$ cat config.mk
export PLATFORM = sky130hd
export DESIGN_NAME = xtea_out_buf
export DESIGN_NICKNAME = d
export VERILOG_FILES = /design/src/design/xtea_pkg.sv /design/src/design/xtea_out_buf.sv
export SDC_FILE = /design/constraint.sdc
export NUM_CORES = 1
export LEC_CHECK = 0
export ABC_AREA = 1
export CORE_MARGIN = 4
export CORE_UTILIZATION = 40
export CTS_BUF_LIST = sky130_fd_sc_hd__clkbuf_4 sky130_fd_sc_hd__clkbuf_8
export DETAILED_ROUTE_END_ITERATION = 8
export DONT_BUFFER_PORTS = 1
export GPL_TIMING_DRIVEN = 0
export SLEW_MARGIN = 5
export SYNTH_ARGS = -nofsm -noshare
export SYNTH_HDL_FRONTEND = slang
export SYNTH_SLANG_ARGS = --single-unit
$ cat constraint.sdc
create_clock -name clk -period 3.64 [get_ports clk]
set_input_delay 0.364 -clock clk [delete_from_list [all_inputs] [get_ports clk]]
set_output_delay 0.364 -clock clk [all_outputs]
set_load 0.02 [all_outputs]
$ cat src/design/xtea_pkg.sv
// Shared types, constants and helpers for the XTEA pipelined cipher.
// Used by xtea_round, xtea_out_buf and xtea_block_cipher_top.
package xtea_pkg;

  localparam int unsigned CYCLES = 32;
  localparam int unsigned STAGES = 2 * CYCLES;
  localparam int unsigned WORD_W = 32;
  localparam int unsigned KEY_WORDS = 4;
  localparam int unsigned KIDX_W = 2;

  localparam logic [WORD_W-1:0] DELTA = 32'h9E37_79B9;

  // Command codes carried in tuser
  localparam logic CMD_ENCRYPT = 1'b0;
  localparam logic CMD_DECRYPT = 1'b1;

  typedef logic [WORD_W-1:0] word_t;
  typedef logic [KEY_WORDS-1:0][WORD_W-1:0] key_t;

  // One item as it travels through the rounds
  typedef struct packed {
    logic  cmd;
    word_t v1;
    word_t v0;
  } stage_data_t;

  // Per-stage constants: half-round parity and the running sums
  typedef struct packed {
    logic  odd;
    word_t enc_sum;
    word_t dec_sum;
  } stage_const_t;

  // delta * n modulo 2^32
  function automatic word_t delta_times(input int unsigned n);
    logic [63:0] prod;
    begin
      prod = 64'(DELTA) * 64'(n);
      return prod[WORD_W-1:0];
    end
  endfunction

  // Constants of half-round k (0 .. STAGES-1)
  function automatic stage_const_t stage_const(input int unsigned k);
    stage_const_t c;
    int unsigned  n;
    begin
      n = k / 2;
      c.odd = (k % 2) == 1;
      if (c.odd) begin
        c.enc_sum = delta_times(n + 1);
        c.dec_sum = delta_times(CYCLES - n - 1);
      end else begin
        c.enc_sum = delta_times(n);
        c.dec_sum = delta_times(CYCLES - n);
      end
      return c;
    end
  endfunction

  // ((v << 4) ^ (v >> 5)) + v
  function automatic word_t mix_word(input word_t v);
    return ((v << 4) ^ (v >> 5)) + v;
  endfunction

endpackage

$ cat src/design/xtea_out_buf.sv
// Output register plus skid stage behind the round pipeline.
// Depends on xtea_pkg for word types.
module xtea_out_buf (
  input  logic                   clk,
  input  logic                   rst_n,
  input  logic                   p_valid,     // last pipeline stage
  input  xtea_pkg::stage_data_t  p_data,
  output logic                   adv,         // pipeline may shift
  output logic                   out_tvalid,
  input  logic                   out_tready,
  output logic [63:0]            out_tdata    // out_first[31:0], out_second[63:32]
);

  logic        out_valid_r;
  logic [63:0] out_data_r;
  logic        skid_valid_r;
  logic [63:0] skid_data_r;
  logic        push;
  logic        out_free;

  // Pipeline stops only while the skid stage holds an item
  assign adv      = ~skid_valid_r;
  assign push     = adv & p_valid;
  assign out_free = ~out_valid_r | out_tready;

  always_ff @(posedge clk) begin
    if (!rst_n) begin
      out_valid_r  <= 1'b0;
      skid_valid_r <= 1'b0;
    end else begin
      if (skid_valid_r) begin
        if (out_tready) begin
          skid_valid_r <= 1'b0;
        end
      end else if (push && !out_free) begin
        skid_valid_r <= 1'b1;
      end
      if (out_free) begin
        out_valid_r <= skid_valid_r | push;
      end
    end
  end

  // Payload: skid item goes first, otherwise the fresh pipeline item
  always_ff @(posedge clk) begin
    if (out_free) begin
      out_data_r <= skid_valid_r ? skid_data_r : {p_data.v1, p_data.v0};
    end
    if (push && !out_free) begin
      skid_data_r <= {p_data.v1, p_data.v0};
    end
  end

  assign out_tvalid = out_valid_r;
  assign out_tdata  = out_data_r;

endmodule

==> impl_results.md <==
- Status: finished clean
- DR vias: 2758
- Most common cell in the netlist: nand2_1
- Top cell type's share of synthesized area: around four fifths
- Clock Tree Buf Depth: 2
- Post-route ant nets: 0
- R2r setup slk: 1.78 ns
- Post-route worst setup slack: approximately 1.8 ns
- Initial Util: between 40 and 50%
- CP Capture Point: skid_data_r[9]
- Layout cells sized above 1: 11.0%
- Final WL: 9690 um
- Vias in the first global route: 2955
- Num ports: 135
- Max-slew violations: 0
- Commonest cells post-synth: nand2_1, edfxtp_1, buf_2, buf_4, inv_1
- Placed cell area: 4950 um2
- Hold Crit Class: in2reg
- Register area share after synthesis: 81.9%
- Power, Total: 3380 uW
- HPWL Detailed: 5990 um
- Area Overhead vs Synth: 27.4%
- Comb pwr share: about 4.5%
- DR iter-0 viols: 236
- Avg WL per Cell: 16.5 um
- P per Cell Area: 560 nW/um2
- Cell taking the most area after synthesis: edfxtp_1
- MaxCap Viol Count: 0
- Worst slew margin: 44.7%
- Die height: 117 um
- Mean Syn Cell Area: 13.6 um2
- Number of port buffers: 0
- Die area: 13700 um2
- Critical path startpoint: out_tvalid
- Dpl ws: between 1.5 and 2 ns
- Antenna violations before repair: 0
- Layout Skew: 0.00626 ns
- Pleak: 0.00240 uW
- GRT Total Usage: between 15 and 20%
- Number of library cell types mapped by synthesis: 10
- Clock Sink Count: 130
- Cells on Worst Hold Path: 2
- Design area: 6040 um2
- Avg Vias per Cell: 4.68
- Antenna diodes: 0
- RR Endpoint: skid_data_r[9]
- Sequential Power Share: 55.1%
- Clock Latency Late Sink: 0.42 ns
- DRC: 0
- Synth Register Bits: 130
- Fmax: 538 MHz
- Clock slew at reported path FFs: approximately 0.070 ns
- Synthesized cell area: 4740 um2
- Critical path arrival: 1.91 ns
- First-pass GRT wire length: 15300 um
- Gpl congestion: around 0.7
- Min cycle time layout: 1.86 ns
- Final setup vio count: 0
- Number of flops mapped to enable cells by yosys: 128
- Crit-path max FO: 64
- Fin crit share: 51.0%
- Top cells by area, synth: edfxtp_1, nand2_1, buf_2
- Critical path endpoint category: flip-flop
- Int Pwr: 2630 uW
- TritonCTS clock tree: done
- RR Startpoint: out_tvalid
- Depth of the most critical reg-to-reg path: 4
- RSZ-0062 raised after global routing: false
- Critical Path Source Type: flip-flop
- Worst ir drop on vdd: 0.000266 V
- Asr flop ratio synth: 0%
- Worst-Margin Slew: 0.830 ns
- Post-Synthesis Cells: roughly 350
- Switching portion of total power: 22.1%
- Die W: around 120 um
- Final Hold Fails: 0
- Synth Warn #: 0
- CP Class: reg2reg
- Finished Core Util: 52.4%
- # H-tree levels: 4
- TritonCTS buffer count: 17
- Worst path required time: 3.69 ns
- Most common flop cell mapped by yosys: edfxtp_1
- 1st-pass router iterations: 4
- Clock power share: 40.4%
- Total negative slack: 0 ns
- Nets@finish: 502
- # rows: 39
- Largest net degree at the start of global routing: 65
- Synthesized Nets: 418
- Overflow after GRT: 0
- Core area: 11500 um2
- Clock root buffer master: clkbuf_8
- Sw Pwr: 748 uW
==> cell families after synthesis <==
family / share of synthesized area (%)
DFF: 81.9
and+or+nand+nor: 15.6
buffers and inverters: 2.22
AOI/OAI and AO/OA: 0.238
==> cells in the final DEF, fill, tap and decap left out, drive strengths merged, types with 5 or more instances in the layout <==
master       count
clkinv           8
nand2          195
edfxtp         128
buf             15
inv              6
dlygate4sd3     64
bufinv           5
clkbuf          17
==> registers in the layout (all words and copies together) (netlist names) <==
signal        count
skid_valid_r      1
out_tdata        64
skid_data_r      64
out_tvalid        1
==> area by class of cell <==
cell class,count,area (um2)
Buffer,14,82.6
Clock buffer,17,234
Clock inverter,15,215
Fill cell,979,5480
Inverter,6,25.0
Multi-Input combinational cell,199,758
Sequential cell,130,3880
Tap cell,143,179
Timing Repair Buffer,65,661
==> layer usage <==
metal | GRT usage (%) | vias up | wire length [um] | share of wire [%]
met5 | 0 | - | 0 | 0
met4 | 6.73 | 0 | 189 | 2.0
met3 | 7.10 | 16 | 919 | 9.5
met2 | 24.2 | 119 | 4730 | 49
met1 | 18.0 | 1277 | 3850 | 40
li1 | - | 1346 | - | -
==> power groups by stage <==
stage | clock network (uW) | logic [uW] | registers, uW
floorplan | 0 | 69.7 | 1880
CTS | 1410 | 154 | 1870
detailed placement | 0 | 96.4 | 1900
finish | 1370 | 151 | 1860
global placement | 0 | 89.4 | 1900
global route | 1490 | 173 | 1870
==> how the worst min path moves through the flow <==
stage                                  to  startpoint  slack, ns
after global routing           out_tvalid       rst_n       0.03
after detailed placement  skid_data_r[29]  p_data[29]       0.46
after CTS                    skid_valid_r       rst_n       0.02
after floorplan            skid_data_r[0]   p_data[0]       0.46
after global placement    skid_data_r[13]  p_data[13]       0.46
final                        skid_valid_r       rst_n       0.07
==> stage by stage <==
stage          cells  hold slack (ns)
2_1_floorplan    349            0.463
3_3_place_gp     492            0.463
3_5_place_dp     493            0.463
4_1_cts          589           0.0229
5_1_grt          589           0.0319
6_report         589           0.0677
==> repair_timing <==
item                                   in CTS  in global routing
hold buffers                               64                  0
gates resized for setup                     0                  0
endpoints found under the hold margin      64                  0
setup buffers                               0                  0
==> worst max-delay path: stages (launching register included) <==
cell	delay (ns)
dfxtp_1	0.56
inv_1	0.08
nor2_1	0.09
nand2_1	0.10
inv_4	0.57
Power figures use the tool's default switching activity.
