==> config.mk <==
export PLATFORM = sky130hd
export DESIGN_NAME = xtea_round
export DESIGN_NICKNAME = d
export VERILOG_FILES = /design/src/design/xtea_pkg.sv /design/src/design/xtea_round.sv
export SDC_FILE = /design/constraint.sdc
export NUM_CORES = 1
export LEC_CHECK = 0
export BUFFER_PORTS_ARGS = -buffer_cell sky130_fd_sc_hd__buf_4
export CAP_MARGIN = 15
export CORE_ASPECT_RATIO = 0.7
export CORE_MARGIN = 3
export CORE_UTILIZATION = 35
export DETAILED_ROUTE_END_ITERATION = 10
export PLACE_DENSITY = 0.58
export SETUP_SLACK_MARGIN = 0.4
export SLEW_MARGIN = 30
export SYNTH_ARGS = -nofsm -noshare
export SYNTH_HDL_FRONTEND = slang
export SYNTH_SLANG_ARGS = --single-unit
==> constraint.sdc <==
create_clock -name clk -period 15.19 [get_ports clk]
set_input_delay 1.519 -clock clk [delete_from_list [all_inputs] [get_ports clk]]
set_output_delay 1.519 -clock clk [all_outputs]
set_load 0.05 [all_outputs]
==> src/design/xtea_pkg.sv <==
// Shared types, constants and helpers for the XTEA pipelined cipher.
// Used by xtea_round, xtea_out_buf and xtea_block_cipher_top.
package xtea_pkg;

  localparam int unsigned CYCLES = 32;
  localparam int unsigned STAGES = 2 * CYCLES;
  localparam int unsigned WORD_W = 32;
  localparam int unsigned KEY_WORDS = 4;
  localparam int unsigned KIDX_W = 2;

  localparam logic [WORD_W-1:0] DELTA = 32'h9E37_79B9;

  // Command codes carried in tuser
  localparam logic CMD_ENCRYPT = 1'b0;
  localparam logic CMD_DECRYPT = 1'b1;

  typedef logic [WORD_W-1:0] word_t;
  typedef logic [KEY_WORDS-1:0][WORD_W-1:0] key_t;

  // One item as it travels through the rounds
  typedef struct packed {
    logic  cmd;
    word_t v1;
    word_t v0;
  } stage_data_t;

  // Per-stage constants: half-round parity and the running sums
  typedef struct packed {
    logic  odd;
    word_t enc_sum;
    word_t dec_sum;
  } stage_const_t;

  // delta * n modulo 2^32
  function automatic word_t delta_times(input int unsigned n);
    logic [63:0] prod;
    begin
      prod = 64'(DELTA) * 64'(n);
      return prod[WORD_W-1:0];
    end
  endfunction

  // Constants of half-round k (0 .. STAGES-1)
  function automatic stage_const_t stage_const(input int unsigned k);
    stage_const_t c;
    int unsigned  n;
    begin
      n = k / 2;
      c.odd = (k % 2) == 1;
      if (c.odd) begin
        c.enc_sum = delta_times(n + 1);
        c.dec_sum = delta_times(CYCLES - n - 1);
      end else begin
        c.enc_sum = delta_times(n);
        c.dec_sum = delta_times(CYCLES - n);
      end
      return c;
    end
  endfunction

  // ((v << 4) ^ (v >> 5)) + v
  function automatic word_t mix_word(input word_t v);
    return ((v << 4) ^ (v >> 5)) + v;
  endfunction

endpackage

==> src/design/xtea_round.sv <==
// One XTEA half-round pipeline stage, encrypt or decrypt per item.
// Depends on xtea_pkg for types and the mix function.
module xtea_round (
  input  logic                     clk,
  input  logic                     rst_n,
  input  logic                     adv,        // pipeline advance
  input  logic                     in_valid,
  input  xtea_pkg::stage_data_t    in_data,
  input  xtea_pkg::stage_const_t   consts,
  input  xtea_pkg::key_t           key,
  output logic                     out_valid,
  output xtea_pkg::stage_data_t    out_data
);

  logic                        valid_r;
  xtea_pkg::stage_data_t       data_r;
  xtea_pkg::stage_data_t       data_nxt;

  logic                        upd_first;
  xtea_pkg::word_t             src;
  xtea_pkg::word_t             tgt;
  xtea_pkg::word_t             sum;
  logic [xtea_pkg::KIDX_W-1:0] kidx;
  xtea_pkg::word_t             f;
  xtea_pkg::word_t             res;

  // Which word this half-round updates: encrypt even/decrypt odd touch v0
  always_comb begin
    upd_first = (in_data.cmd == xtea_pkg::CMD_DECRYPT) ? consts.odd : ~consts.odd;
    src  = upd_first ? in_data.v1 : in_data.v0;
    tgt  = upd_first ? in_data.v0 : in_data.v1;
    sum  = (in_data.cmd == xtea_pkg::CMD_DECRYPT) ? consts.dec_sum : consts.enc_sum;
    kidx = upd_first ? sum[1:0] : sum[12:11];
    f    = xtea_pkg::mix_word(src) ^ (sum + key[kidx]);
    res  = (in_data.cmd == xtea_pkg::CMD_DECRYPT) ? (tgt - f) : (tgt + f);
    data_nxt     = in_data;
    if (upd_first) begin
      data_nxt.v0 = res;
    end else begin
      data_nxt.v1 = res;
    end
  end

  // Stage register
  always_ff @(posedge clk) begin
    if (!rst_n) begin
      valid_r <= 1'b0;
    end else if (adv) begin
      valid_r <= in_valid;
    end
  end

  always_ff @(posedge clk) begin
    if (adv) begin
      data_r <= data_nxt;
    end
  end

  assign out_valid = valid_r;
  assign out_data  = data_r;

endmodule

==> results of run 1 <==
## report_power, final
part           internal (mW)  leakage, nW  switching (mW)
registers              0.351        0.642          0.0283
clock network          0.126        0.136          0.0777
logic                  0.982         5.39            1.59
## final timing paths
| check | startpoint | end | cells after the start |
|---|---|---|---|
| worst max-delay path | in_data[64] | out_data[31] | 30 |
| worst min-delay path | out_valid | out_valid | 2 |
| worst max register to register | out_valid | out_valid | 2 |
| worst min register to register | out_valid | out_valid | 2 |
## tightest hold or removal path: cells and delay by family (launching register included)
kind / cells / cell delay (ns)
muxes: 1 / 0.07
and+or+nand+nor: 1 / 0.09
DFF: 1 / 0.33
## cell usage after synthesis (all sizes together) (27+ instances only)
master	count	area share
a21o	31	0.022
a21oi	103	0.050
clkbuf	42	0.015
edfxtp	65	0.18
ha	96	0.11
inv	37	0.013
mux2	31	0.033
mux4	31	0.066
nand2	247	0.088
nand3	27	0.013
nor2	58	0.021
o21ai	108	0.051
xnor2	116	0.096
xor2	45	0.037
## state kept, by name, indices dropped and copies added, names as in the netlist
register and count:
out_data 65, out_valid 1
## cell families after synthesis
group / Yosys count / share of synthesized area
compound gates: 368 / 0.219
xor+xnor: 165 / 0.142
fa+ha+maj: 99 / 0.119
buf+inv: 88 / 0.0317
flops: 66 / 0.186
mux: 72 / 0.108
simple gates: 451 / 0.194
## layout make-up
type | count | area (µm²)
clock inverter | 5 | 55.1
clock buffer | 11 | 233
sequential | 66 | 1970
multi-input combinational | 1155 | 8330
timing repair buffer | 333 | 2500
tap | 405 | 507
fill | 2918 | 15600
inverter | 37 | 139
## through the flow
| stage | setup WS (ns) | instance area (µm²) |
|---|---|---|
| finish | 5.59 | 13700 |
| global route | 4.93 | 13700 |
| detailed placement | 5.26 | 13400 |
| CTS | 5.61 | 13700 |
| global placement | 5.55 | 13400 |
| floorplan | 6.51 | 10600 |
## layer usage
metal,part of all wire,global-route usage,vias up
met5,0,0,-
met4,0.0094,0.0310,0
met3,0.053,0.0309,24
met2,0.47,0.362,289
met1,0.47,0.299,5042
li1,-,-,5375
==> results.py, run 1 <==
metrics = {
    "run_status": {
        "run_status": "complete, no violations",
    },
    "setup_path": {
        "critPathSlowestCell": "mux4_2",
        "arrival_ns": 9.69,
        "worstSetupPathType": "primary input to flop",
        "cpPeakStageDelay_ns": 0.59,
        "crit_buf_inv": 3,
        "regToRegSetupSlack_ns": 14.60,
        "start_kind": "primary input",
        "required_ns": 15.28,
        "cp_top_family": "simple AND/OR/NAND/NOR gates",
        "critPathCaptureType": "flop",
        "cp_max_fo": 43,
    },
    "timing": {
        "drv_slew": 0,
        "setup_viol": 0,
        "finalHoldViolCount": 0,
        "rsz0062_at_grt": "false",
        "worstMarginPinSlew_ns": 0.914,
        "period_minus_slack_ns": 9.60,
        "skew_ns": 0,
        "relSlewSlack": 0.385,
        "finalCritPeriodShare": 0.632,
        "max_freq_mhz": 104,
        "timing.setup.tns_ns": 0,
        "timing.hold.ws_ns": 0.521,
    },
    "route": {
        "antenna_left": 0,
        "drt_wl_total_mm": 36.4,
        "viasPerCell": 5.33,
        "vias": 10700,
        "avgRoutedWirePerCell_um": 18.1,
        "drt_iter0_drc": 615,
        "drcViolationCount": 0,
        "first_pass_iters": 4,
    },
    "floorplan": {
        "rows": 52,
        "core_area_um2": 29300,
        "top_level_ports": 328,
        "dieArea_um2": 32400,
        "fp.dieH_um": 152,
        "floorplan.initialDensity": 0.361,
        "dieWidth_um": 214,
    },
    "final_layout": {
        "final_cell_mix": "333 x buf_4, 247 x nand2_1, 115 x xnor2_1",
        "fin_cells": 2012,
        "finish.utilization": 0.468,
        "final_nets": 1963,
        "antennaDiodeCount": 0,
        "drive_gt1_frac": 0.270,
        "area_delta_synth_final_pct": 29.8,
        "layout_commonest_cell": "buf_4",
    },
    "grt": {
        "grt_use_total": 0.214,
        "grt_pass1_wl_mm": 54.1,
        "grt_pass1_vias": 10100,
        "antenna_found_initial": 0,
        "grt-ovfl-total": 0,
        "grt_max_degree": 98,
    },
    "clock_tree": {
        "cts_hold_buf": 0,
        "numClockSinks": 66,
        "cts_buffer_depth": 2,
        "root_buffer": "clkbuf_16",
        "cts-buffers-inserted": 9,
        "cts_max_level": 3,
        "clkLatencyLatePin_ns": 0.34,
        "cts_tree": "done",
        "cts-resized-gates": 0,
        "clkSlewWorstSetupHoldPaths_ns": 0.06,
        "cts_setup_buffers": 0,
    },
    "placement": {
        "gp_congestion": 0.892,
        "hpwlAfterDp_mm": 30.7,
        "dp.cells": 1996,
        "io_buffers": 327,
    },
    "synth": {
        "synth_edf_count": 65,
        "syn_nets": 1670,
        "ys_types": 77,
        "async_reset_ff_frac": 0,
        "synthCells": 1309,
        "post_synth.cell_area_avg_um2": 8.09,
        "ys_warn_count": 0,
        "synthFlopType": "edfxtp_1",
        "ys_ff_latch": 66,
        "yosysSeqAreaShare": 0.186,
        "syn-cell-area_um2": 10600,
    },
    "flow_run": {
        "drv_cap": 0,
    },
    "pwr": {
        "peakVddDrop_v": 0.000106,
        "p_leak_nw": 6.16,
        "power.density_nw_per_um2": 230,
        "power.total_mw": 3.15,
    },
    "min_path": {
        "min_path_type": "flop to flop",
    },
}
(Power assumes the default switching activity.)
==> run 2: changes to the inputs <==
- clock period: 15.19 -> 9.88 ns (I/O delays scaled with it)
==> run 2 against run 1 <==
Worst hold slack better by 0.0015 ns; routed wire length up 0.74%; utilization up 0.16 points; combinational power up 54%; clock power up 69%; via count up 0.91%; first-iteration DRC count up 20%; clock skew unchanged; non-clock buffer count up 1; setup slack worse by 4.1 ns; critical path depth down 3; critical path type unchanged; critical endpoint unchanged; highest routed layer unchanged.
==> results.py, run 2 (synthesized netlist as in run 1, its figures left out) <==
metrics = {
    "route": {
        "viasPerCell": 5.38,
        "avgRoutedWirePerCell_um": 18.2,
        "drt_wl_total_mm": 36.6,
        "drcViolationCount": 0,
        "vias": 10800,
        "drt_iter0_drc": 739,
        "antenna_left": 0,
        "first_pass_iters": 7,
    },
    "timing": {
        "drv_slew": 0,
        "timing.hold.ws_ns": 0.523,
        "period_minus_slack_ns": 8.43,
        "finalCritPeriodShare": 0.853,
        "timing.setup.tns_ns": 0,
        "max_freq_mhz": 119,
        "skew_ns": 0,
        "rsz0062_at_grt": "false",
        "relSlewSlack": 0.363,
        "worstMarginPinSlew_ns": 0.947,
        "setup_viol": 0,
        "finalHoldViolCount": 0,
    },
    "placement": {
        "io_buffers": 327,
        "gp_congestion": 0.942,
        "hpwlAfterDp_mm": 31.0,
    },
    "setup_path": {
        "arrival_ns": 8.51,
        "rr_startpoint": "out_valid",
        "start_kind": "primary input",
        "critPathCaptureType": "flop",
        "regToRegSetupSlack_ns": 9.29,
        "required_ns": 9.96,
        "critPathLaunch": "consts[64]",
        "worstSetupPathType": "primary input to flop",
        "cp_max_fo": 20,
    },
    "final_layout": {
        "layout_commonest_cell": "buf_4",
        "n_fill_cell": 2904,
        "antennaDiodeCount": 0,
        "drive_gt1_frac": 0.270,
        "multi_input_area_um2": 8330,
        "final_cell_mix": "333 x buf_4, 247 x nand2_1, 115 x xnor2_1",
        "area_delta_synth_final_pct": 30.2,
        "final_nets": 1964,
        "largest_reg_flops": 65,
        "regArea_um2": 1970,
    },
    "grt": {
        "grt-ovfl-total": 0,
        "grt_use_total": 0.216,
        "grt_pass1_wl_mm": 54.8,
        "grt_max_degree": 91,
        "antenna_found_initial": 0,
        "grt_pass1_vias": 10200,
    },
    "clock_tree": {
        "cts_buffer_depth": 2,
        "cts-resized-gates": 0,
        "numClockSinks": 66,
        "cts_setup_buffers": 0,
        "cts_hold_buf": 0,
        "root_buffer": "clkbuf_16",
        "cts-buffers-inserted": 9,
        "cts_max_level": 3,
        "clkSlewWorstSetupHoldPaths_ns": 0.05,
        "cts_tree": "done",
        "clkLatencyLatePin_ns": 0.34,
    },
    "pwr": {
        "p_leak_nw": 6.19,
        "power.density_nw_per_um2": 354,
        "peakVddDrop_v": 0.000184,
    },
    "floorplan": {
        "rows": 52,
        "dieWidth_um": 214,
        "fp.dieH_um": 152,
        "floorplan.initialDensity": 0.361,
        "top_level_ports": 328,
        "core_area_um2": 29300,
        "dieArea_um2": 32400,
    },
    "flow_run": {
        "drv_cap": 0,
    },
    "min_path": {
        "min-delay-start": "out_valid",
        "min_path_type": "flop to flop",
    },
    "run_status": {
        "run_status": "complete, no violations",
    },
}
-- run 2: final timing paths --
path / end / depth (start not counted)
worst max-delay path: out_data[31] / 27
worst max register to register: out_valid / 2
worst min-delay path: out_valid / 2
worst min register to register: out_valid / 2
-- run 2: worst max-delay path: stages --
cell and delay, ns:
buf_4 0.23, xor2_4 0.27, mux2i_4 0.68, buf_4 0.48
mux4_2 0.57, ha_1 0.45, a211oi_1 0.35, o21ai_0 0.16
a211oi_1 0.40, o21ai_0 0.21, o21ai_0 0.34, o21ai_0 0.16
xnor2_1 0.20, nor4_1 0.52, nand3_1 0.21, nor2b_1 0.23
nor2_1 0.08, xnor2_1 0.16, ha_1 0.39, a21oi_1 0.21
nand2_1 0.07, a41o_1 0.22, a41o_1 0.24, xnor2_1 0.36
nor3_1 0.08, mux2i_1 0.15, nand3_1 0.08
-- run 2: area by class of cell --
type / instances / area share
flip-flops and latches: 66 / 0.143
well taps: 405 / 0.0368
inverters: 37 / 0.0101
clock inverters: 3 / 0.00472
multi-input cells: 1155 / 0.604
repair buffers: 334 / 0.183
clock buffers: 13 / 0.0182
-- run 2: through the flow --
| step | instances | setup WS (ns) | utilization | total power, mW | cell area (µm²) |
|---|---|---|---|---|---|
| finish | 2013 | 1.45 | 0.470 | 4.88 | 13800 |
| global route | 2013 | 0.652 | 0.470 | 5.30 | 13800 |
| CTS | 2013 | 1.44 | 0.470 | 4.89 | 13800 |
| detailed placement | 1997 | 1.09 | 0.459 | 4.51 | 13500 |
| global placement | 1997 | 1.20 | 0.459 | 4.51 | 13500 |
| floorplan | 1309 | 1.73 | - | 3.52 | 10600 |
-- run 2: metal layers --
metal  global-route usage  wire length, µm  vias up
met5                    0                0        -
met4               0.0393              525        0
met3               0.0395             2540       31
met2                0.346            16900      339
met1                0.307            16700     5071
li1                     -                -     5387
-- run 2: power breakdown --
group	total, mW	internal (mW)	switching (mW)	leakage [nW]
clock	0.344	0.228	0.116	0.154
combinational	3.95	1.51	2.44	5.40
sequential	0.584	0.540	0.0446	0.642
total	4.88	2.28	2.60	6.19
==> run 3: changes to the inputs <==
- CORE_ASPECT_RATIO: 0.7 -> 1.1
==> run 3 against run 2 <==
Clock skew unchanged; first-iteration DRC count down 12%; count of clock-buffer cells in the layout down 4.
==> results.py, run 3 (synthesized netlist as in run 1, its figures left out) <==
metrics = {
    "run_status": {
        "run_status": "complete, no violations",
    },
    "floorplan": {
        "dieArea_um2": 32400,
        "floorplan.initialDensity": 0.357,
        "top_level_ports": 328,
        "rows": 66,
        "core_area_um2": 29600,
        "fp.dieH_um": 188,
        "dieWidth_um": 172,
    },
    "placement": {
        "io_buffers": 327,
        "hpwlAfterDp_mm": 31.0,
        "gp_congestion": 0.903,
    },
    "grt": {
        "grt_pass1_vias": 10500,
        "antenna_found_initial": 0,
        "grt_pass1_wl_mm": 55.1,
        "grt-ovfl-total": 0,
        "grt_max_degree": 75,
        "grt_use_total": 0.214,
    },
    "pwr": {
        "power.density_nw_per_um2": 352,
        "peakVddDrop_v": 0.000162,
        "p_leak_nw": 6.17,
        "power.total_mw": 4.83,
    },
    "setup_path": {
        "rr_worst_depth": 2,
        "r2r-end": "out_valid",
        "cp_max_fo": 74,
        "critPathCaptureType": "flop",
        "cpPeakStageDelay_ns": 0.60,
        "critPathSlowestCell": "buf_4",
        "required_ns": 9.95,
        "regToRegSetupSlack_ns": 9.29,
        "start_kind": "primary input",
        "arrival_ns": 8.40,
        "rr_startpoint": "out_valid",
        "worstSetupPathType": "primary input to flop",
    },
    "timing": {
        "drv_slew": 0,
        "setup_viol": 0,
        "max_freq_mhz": 120,
        "worstMarginPinSlew_ns": 1.03,
        "skew_ns": 0,
        "finalHoldViolCount": 0,
        "finalCritPeriodShare": 0.843,
        "rsz0062_at_grt": "false",
        "period_minus_slack_ns": 8.33,
        "relSlewSlack": 0.304,
        "timing.setup.tns_ns": 0,
    },
    "final_layout": {
        "layout_commonest_cell": "buf_4",
        "final_cell_mix": "335 x buf_4, 247 x nand2_1, 115 x xnor2_1",
        "area_delta_synth_final_pct": 29.4,
        "drive_gt1_frac": 0.270,
        "largest_reg_flops": 65,
        "antennaDiodeCount": 0,
        "final_nets": 1965,
    },
    "route": {
        "avgRoutedWirePerCell_um": 18.2,
        "drt_iter0_drc": 654,
        "viasPerCell": 5.45,
        "drcViolationCount": 0,
        "first_pass_iters": 5,
        "vias": 10800,
        "antenna_left": 0,
        "drt_wl_total_mm": 36.0,
    },
    "clock_tree": {
        "cts-buffers-inserted": 9,
        "cts_max_level": 3,
        "cts_hold_buf": 0,
        "cts_buffer_depth": 2,
        "root_buffer": "clkbuf_16",
        "cts_setup_buffers": 0,
        "clkSlewWorstSetupHoldPaths_ns": 0.05,
        "cts_tree": "done",
        "clkLatencyLatePin_ns": 0.32,
        "cts-resized-gates": 0,
        "numClockSinks": 66,
    },
    "min_path": {
        "min-delay-start": "out_valid",
        "hold_end": "out_valid",
        "hold_path_depth": 2,
        "min_path_type": "flop to flop",
    },
    "flow_run": {
        "drv_cap": 0,
    },
}
==> run 3: cell count changes in the layout (fill, tap and decap cells not counted), sizes merged <==
cell	delta
buf	+1
bufinv	-1
clkbuf	-4
clkinv	+3
==> run 3: layout make-up <==
cell class	instances	area (µm²)
clock buffers	9	225
clock inverters	5	47.5
fillers	2955	16000
inverters	37	139
multi-input cells	1155	8330
flip-flops and latches	66	1970
well taps	374	468
repair buffers	335	2510
==> run 3: worst max path at each step <==
stage	endpoint	start	cells past startpoint	slack, ns
6_report	out_data[63]	in_data[64]	32	1.55
5_1_grt	out_data[63]	in_data[64]	27	0.74
4_1_cts	out_data[63]	in_data[64]	27	1.49
3_5_place_dp	out_data[63]	in_data[64]	27	1.17
3_3_place_gp	out_data[31]	in_data[64]	27	1.30
2_1_floorplan	out_data[31]	in_data[64]	28	1.73
==> run 3: critical path: cells and delay by family <==
family          cells  cell delay, ns
compound gates     12            2.41
xor+xnor            4            0.87
fa+ha+maj           2            0.73
buf+inv             4            1.36
mux                 1            0.14
simple gates        9            1.80
==> run 3: power breakdown <==
| part | internal, mW | total (mW) | switching (mW) |
|---|---|---|---|
| Sequential | 0.539 | 0.578 | 0.0389 |
| Combinational | 1.51 | 3.95 | 2.44 |
| Clock | 0.189 | 0.298 | 0.109 |
==> run 3: per-stage QoR <==
| stage | util | instance area, µm² | instances | setup slack (ns) | hold WS [ns] |
|---|---|---|---|---|---|
| after floorplan | - | 10600 | 1309 | 1.73 | 0.743 |
| after global placement | 0.453 | 13400 | 1967 | 1.30 | 0.501 |
| after detailed placement | 0.453 | 13400 | 1967 | 1.17 | 0.506 |
| after CTS | 0.462 | 13700 | 1981 | 1.49 | 0.517 |
| after global routing | 0.462 | 13700 | 1981 | 0.740 | 0.571 |
| final | 0.462 | 13700 | 1981 | 1.55 | 0.512 |
==> run 3: layer usage <==
layer  vias to the layer above  global-route usage  wire, µm  share of wire
li1                       5392                   -         -              -
met1                      4996               0.306     16800           0.47
met2                       377               0.358     16800           0.47
met3                        23              0.0199      2080          0.058
met4                         0              0.0362       344         0.0095
met5                         -                   0         0              0
